## config.mk

```make
export PLATFORM = sky130hd
export DESIGN_NAME = spadd_step
export DESIGN_NICKNAME = d
export VERILOG_FILES = /design/src/rtl/spadd_pkg.sv /design/src/rtl/spadd_step.sv
export SDC_FILE = /design/constraint.sdc
export NUM_CORES = 1
export LEC_CHECK = 0
export ABC_CLOCK_PERIOD_IN_PS = 7400
export BUFFER_PORTS_ARGS = -buffer_cell sky130_fd_sc_hd__buf_4
export CAP_MARGIN = 20
export CORE_ASPECT_RATIO = 1.1
export CORE_UTILIZATION = 52
export DETAILED_ROUTE_END_ITERATION = 10
export PLACE_DENSITY = 0.89
export SETUP_SLACK_MARGIN = 0.02
export SLEW_MARGIN = 20
export SYNTH_ARGS = -nofsm -noshare
export SYNTH_HDL_FRONTEND = slang
export SYNTH_SLANG_ARGS = --single-unit
export TNS_END_PERCENT = 10
```

## constraint.sdc

```tcl
create_clock -name vclk -period 7.4
set_clock_uncertainty 0.15 [all_clocks]
set_input_delay 0.37 -clock vclk [all_inputs]
set_output_delay 0.37 -clock vclk [all_outputs]
set_load 0.02 [all_outputs]
```

## src/rtl/spadd_pkg.sv

```systemverilog
package spadd_pkg;

  localparam int COEF_W = 32;
  localparam int EXP_W  = 31;
  localparam int SUM_W  = 33;

  typedef struct packed {
    logic                     avail;
    logic signed [COEF_W-1:0] coef;
    logic        [EXP_W-1:0]  expo;
  } head_t;

  typedef struct packed {
    logic                    take_a;
    logic                    take_b;
    logic                    nonzero;
    logic signed [SUM_W-1:0] coef;
    logic        [EXP_W-1:0] expo;
  } step_t;

endpackage

```

## src/rtl/spadd_step.sv

```systemverilog
module spadd_step (
  input  spadd_pkg::head_t head_a,
  input  spadd_pkg::head_t head_b,
  output spadd_pkg::step_t step
);

  logic a_gt;
  logic b_gt;
  logic signed [spadd_pkg::SUM_W-1:0] ca;
  logic signed [spadd_pkg::SUM_W-1:0] cb;

  assign a_gt = head_a.expo > head_b.expo;
  assign b_gt = head_b.expo > head_a.expo;
  assign ca   = spadd_pkg::SUM_W'(head_a.coef);
  assign cb   = spadd_pkg::SUM_W'(head_b.coef);

  always_comb begin
    step = '0;
    if (!head_b.avail || (head_a.avail && a_gt)) begin
      step.take_a = head_a.avail;
      step.coef   = ca;
      step.expo   = head_a.expo;
    end else if (!head_a.avail || b_gt) begin
      step.take_b = 1'b1;
      step.coef   = cb;
      step.expo   = head_b.expo;
    end else begin
      step.take_a = 1'b1;
      step.take_b = 1'b1;
      step.coef   = ca + cb;
      step.expo   = head_a.expo;
    end
    step.nonzero = (step.take_a || step.take_b) && (step.coef != '0);
  end

endmodule
```

==> results of run 1 <==
==> kinds of logic (layout without fill, tap and decap cells) <==
kind of cell	after synthesis	in the layout
buffers and inverters	71	246
XOR/XNOR	25	25
multiplexers	39	39
AND/OR/NAND/NOR	179	179
AO/OA/AOI/OAI	175	175
adder cells (fa/ha/maj)	64	64
==> through the flow <==
step           setup slack (ps)  hold slack, ps  instances  util, %  instance area (um2)
2_1_floorplan              3460             753        553        -                 3700
3_3_place_gp               2590             914        810     77.1                 5200
3_5_place_dp               2490             930        810     77.1                 5200
4_1_cts                    2470             931        810     77.1                 5200
5_1_grt                    2160             939        810     77.1                 5200
6_report                   2420             931        810     77.1                 5200
==> layer usage <==
layer | routed length (um) | track usage [%] | vias up
met5 | 0 | 0 | -
met4 | 492 | 11.1 | 0
met3 | 970 | 5.05 | 51
met2 | 6490 | 61.4 | 229
met1 | 5440 | 42.0 | 2227
li1 | - | - | 2384
==> cell usage in the layout, fill, tap and decap left out, types with 15 or more instances in the layout <==
| cell | instances |
|---|---|
| a21oi_1 | 53 |
| buf_4 | 198 |
| ha_1 | 63 |
| inv_1 | 47 |
| mux2_2 | 35 |
| nand2_1 | 62 |
| nor2_1 | 51 |
| o21ai_0 | 21 |
| xnor2_1 | 15 |
==> power groups by stage <==
stage | Clock [W] | Combinational [W] | Sequential [W]
final | 0 | 0.000444 | 0
after global routing | 0 | 0.000480 | 0
after CTS | 0 | 0.000439 | 0
after detailed placement | 0 | 0.000437 | 0
after global placement | 0 | 0.000427 | 0
after floorplan | 0 | 0.000269 | 0
==> tightest hold or removal path, delay by kind of cell <==
kind     cells  cell delay, ps
buf+inv      2             210
mux          1             130
==> area by class of cell <==
cell class                 count  share of cell area [%]
timing repair buffer         198                    28.6
inverter                      48                    3.46
multi-input combinational    482                    66.0
tap                           82                    1.97
==> worst paths after layout <==
kind  startpoint       end  slack [ps]  cells past startpoint
min   head_a[26]  step[26]         930                      3
max   head_a[14]  step[64]        2420                     17
==> results by group, run 1 <==
Outcome
  – Outcome: complete, no violations

Setup path
  – Critical path peak fanout: 46
  – Cells along the critical path: buf_4 > inv_1 > ha_1 > nand4_1 > nor3_1 > o31ai_1 > a21boi_1 > o21ai_2 > buf_4 > inv_2 > mux2_2 > or4_1 > nor4_1 > and4b_1 > and4b_1 > a41oi_1 > buf_4
  – Largest stage delay on the critical path: 590 ps
  – CP Class: primary input to output pin
  – CP required: 6880 ps
  – Cell family with most CP delay: simple AND/OR/NAND/NOR gates
  – CP arrival: 4460 ps
  – Type of origin of the critical path: primary input
  – Slowest stage cell, crit path: inv_2
  – Type of destination of the critical path: output pin
  – CP dominant cell by count: buf_4
  – WP buf/inv: 5

Floorplan
  – Chip height: 90.5 um
  – Core Rows: 31
  – Core box area: 6750 um2
  – I/O pin count: 195
  – Die W: 82.5 um
  – Die Area: 7460 um2
  – Starting Density: 54.9%

STA
  – Count of final setup violators: 0
  – Relative slew slack: 48.3%
  – Fin crit period: 4980 ps
  – Max-slew violations: 0
  – Final hold vios: 0
  – Slew @ Worst Pin: 774 ps
  – Setup tns final: 0 ps
  – FMAX: 201 MHz
  – Final period util: 67.3%
  – RSZ-0062 raised after global routing: no

Global route
  – First-pass GRT wire length: 21000 um
  – Largest net degree at the start of global routing: 47
  – GRT Residual Overflow: 0
  – Vias in the first global route: 4701
  – Initial antenna violation count: 0
  – GRT Total Usage: 34.9%

CTS
  – Post_cts resized: 0
  – Setup Buffers After CTS: 0
  – Hold_buf cts: 0

Detailed routing
  – DRT iter0 DRCs: 303
  – Drt pass-1 iters: 5
  – Via-to-Cell Ratio: 6.04
  – DR vias: 4891
  – Drc violations: 0
  – Post-route antenna net violation count: 0
  – WL final: 13400 um
  – Wire per inst: 16.5 um

Pwr
  – Comb pwr share: 100.0%
  – Pwr Density: 85.3 nW/um2
  – Power Internal: 0.000205 W
  – Flop pwr share: 0%
  – P_leak: 2.65 nW
  – Max VDD drop: 66.8 uV
  – Clk pwr share: 0%
  – Overall power: 0.000444 W
  – Net load switching power: 0.000239 W
  – Switching part of the total power: 53.8%

Logic synthesis
  – Post-synth top area share: 21.3%
  – Commonest cells post-synth: 63 x ha_1, 62 x nand2_1, 53 x a21oi_1, 51 x nor2_1, 47 x inv_1
  – Multiplexer share of the synthesized area: 12.0%
  – Yosys warns: 0
  – Synth cell types: 62
  – Synth Area in Adders: 21.8%
  – Largest area contributor in the netlist: ha_1
  – Synth Cell Area: 3700 um2
  – Most frequent cell after synthesis: ha_1
  – Largest cells by area after synthesis: ha_1 21%, mux2_2 11%, a21oi_1 7.2%
  – Combinational family with the most area after synthesis: compound AO/OA/AOI/OAI gates
  – Syn nets: 745
  – Simple-gate portion of the synthesized area: 22.3%
  – Compound-gate portion of the synthesized area: 30.7%
  – Sequential area share after synthesis: 0%
  – Post-Synth XOR/XNOR Area: 5.91%
  – Mean Syn Cell Area: 6.69 um2
  – Cells after synthesis: 553

Layout
  – Seq_cells: 0
  – Layout cells sized above 1: 33.4%
  – Fillers: 571
  – Reg area: 0 um2
  – CLK BUF: 0
  – Area growth syn-to-layout: 40.6%
  – Multi-input gate area: 3430 um2
  – Fin nets: 922
  – Antenna diode count: 0

Placement
  – Port bufs: 195
  – Gpl congestion: 0.951
  – Dpl hpwl: 11400 um

Run
  – Max_cap viols: 0

Min path
  – Hold Crit Class: primary input to output pin
Power figures use the tool's default switching activity.
==> run 2: changes to the inputs <==
- ABC_CLOCK_PERIOD_IN_PS: 7400 -> 4000
- CORE_UTILIZATION: 52 -> 44
- PLACE_DENSITY: 0.89 -> 0.8
- clock period: 7.4 -> 4 ns (I/O delays scaled with it)
==> run 2 against run 1 <==
  * Largest power group unchanged
  * Worst hold slack worse by 350 ps
  * Utilization fell by 9.9 points
  * Via count rose by 1.0%
  * Global-route usage down 4.7 points
  * Largest cell class unchanged
  * Die area is 18% higher
  * Critical path type unchanged
  * Highest routed layer unchanged
  * Setup slack got worse by 2300 ps
  * Non-clock buffer count increased by 16
  * Power increased by 89%
  * Flip-flop and latch count did not move
==> results by group, run 2 (synthesis results as in run 1) <==
Outcome
  – Outcome: complete, no violations

Setup path
  – WP buf/inv: 3
  – CP Class: primary input to output pin
  – Largest stage delay on the critical path: 440 ps
  – Cells along the critical path: buf_4 > ha_2 > fa_2 > xor2_1 > or3_1 > nor4_1 > nand4_1 > o21ai_1 > mux2i_1 > or4_1 > nor4_2 > buf_4 > and4b_1 > and4b_1 > a41oi_1 > buf_4
  – CP required: 3650 ps
  – CP arrival: 3560 ps
  – Type of destination of the critical path: output pin
  – CP dominant cell by count: buf_4
  – Critical path peak fanout: 3
  – Cell family with most CP delay: simple AND/OR/NAND/NOR gates
  – Slowest stage cell, crit path: or4_1
  – Type of origin of the critical path: primary input

Floorplan
  – Die W: 89.5 um
  – Chip height: 98.2 um
  – Die Area: 8790 um2
  – Starting Density: 46.0%
  – I/O pin count: 195
  – Core Rows: 34
  – Core box area: 8040 um2

Detailed routing
  – Drc violations: 0
  – Wire per inst: 15.9 um
  – Via-to-Cell Ratio: 5.80
  – Post-route antenna net violation count: 0
  – DRT iter0 DRCs: 194
  – DR vias: 4942
  – WL final: 13600 um
  – Drt pass-1 iters: 5

Global route
  – GRT Total Usage: 30.1%
  – Initial antenna violation count: 0
  – First-pass GRT wire length: 21600 um
  – Largest net degree at the start of global routing: 36
  – GRT Residual Overflow: 0
  – Vias in the first global route: 4748

Placement
  – Port bufs: 195
  – Gpl congestion: 0.905
  – Dpl hpwl: 11600 um
  – Area post-placement: 5360 um2
  – Cells after DPL: 851

Layout
  – Seq_cells: 0
  – Antenna diode count: 0
  – Final Cell Area: 5400 um2
  – Reg area: 0 um2
  – Layout cells sized above 1: 35.8%
  – Most frequent cells in the layout: 213 x buf_4, 62 x nand2_1, 62 x ha_1
  – Most common cell after layout, fill and taps aside: buf_4
  – Area growth syn-to-layout: 45.9%
  – CLK BUF: 0
  – Fin nets: 938
  – Finished Layout Cells: 852

STA
  – FMAX: 256 MHz
  – Max-slew violations: 0
  – Hold_ws: 583 ps
  – Count of final setup violators: 0
  – Setup tns final: 0 ps
  – Final hold vios: 0
  – RSZ-0062 raised after global routing: yes
  – Final period util: 97.6%
  – Fin crit period: 3910 ps
  – Slew @ Worst Pin: 599 ps
  – Relative slew slack: 59.0%

Pwr
  – Pwr Density: 155 nW/um2
  – P_leak: 2.73 nW
  – Max VDD drop: 95.8 uV
  – Overall power: 0.000838 W

Min path
  – Hold Crit Class: primary input to output pin

Run
  – Max_cap viols: 0
[run 2: cell type report]
class              count  area (um2)
fillers              712        2640
inverters             48         180
multi-input cells    482        3470
well taps            108         135
repair buffers       214        1620
[run 2: worst paths after layout]
check	from	end	slack, ps	cells after the start
worst min-delay path	head_a[33]	step[33]	580	4
worst max-delay path	head_a[31]	step[64]	90	16
[run 2: tightest hold or removal path: cells and delay by family]
family,cells,cell delay (ps)
AO/OA/AOI/OAI,1,60
buffers and inverters,2,230
AND/OR/NAND/NOR,1,40
[run 2: metal layers]
layer | GRT usage, % | wire length, um
met3 | 3.63 | 882
met4 | 7.20 | 350
met2 | 54.8 | 6830
met1 | 36.8 | 5510
met5 | 0 | 0
[run 2: report_power, final]
part | total, W | switching (W) | leakage, nW | internal, W
Clock | 0 | 0 | 0 | 0
Sequential | 0 | 0 | 0 | 0
Combinational | 0.000838 | 0.000447 | 2.73 | 0.000392
Total | 0.000838 | 0.000447 | 2.73 | 0.000392
[run 2: through the flow]
stage                     setup WS [ps]  util (%)
after floorplan                     397         -
after global placement             38.1      66.7
after detailed placement           -104      66.7
after CTS                          29.9      66.8
after global routing              -70.5      67.2
final                              94.2      67.2
[run 2: timing repair]
item / 4_1_cts / 5_1_grt
buffers inserted: 0 / 1
gates resized for setup: 3 / 5
hold buffers: 0 / 0
endpoints found under the setup margin: 1 / 1
endpoints found under the hold margin: 0 / 0
gates cloned: 0 / 0
pin swaps: 0 / 5
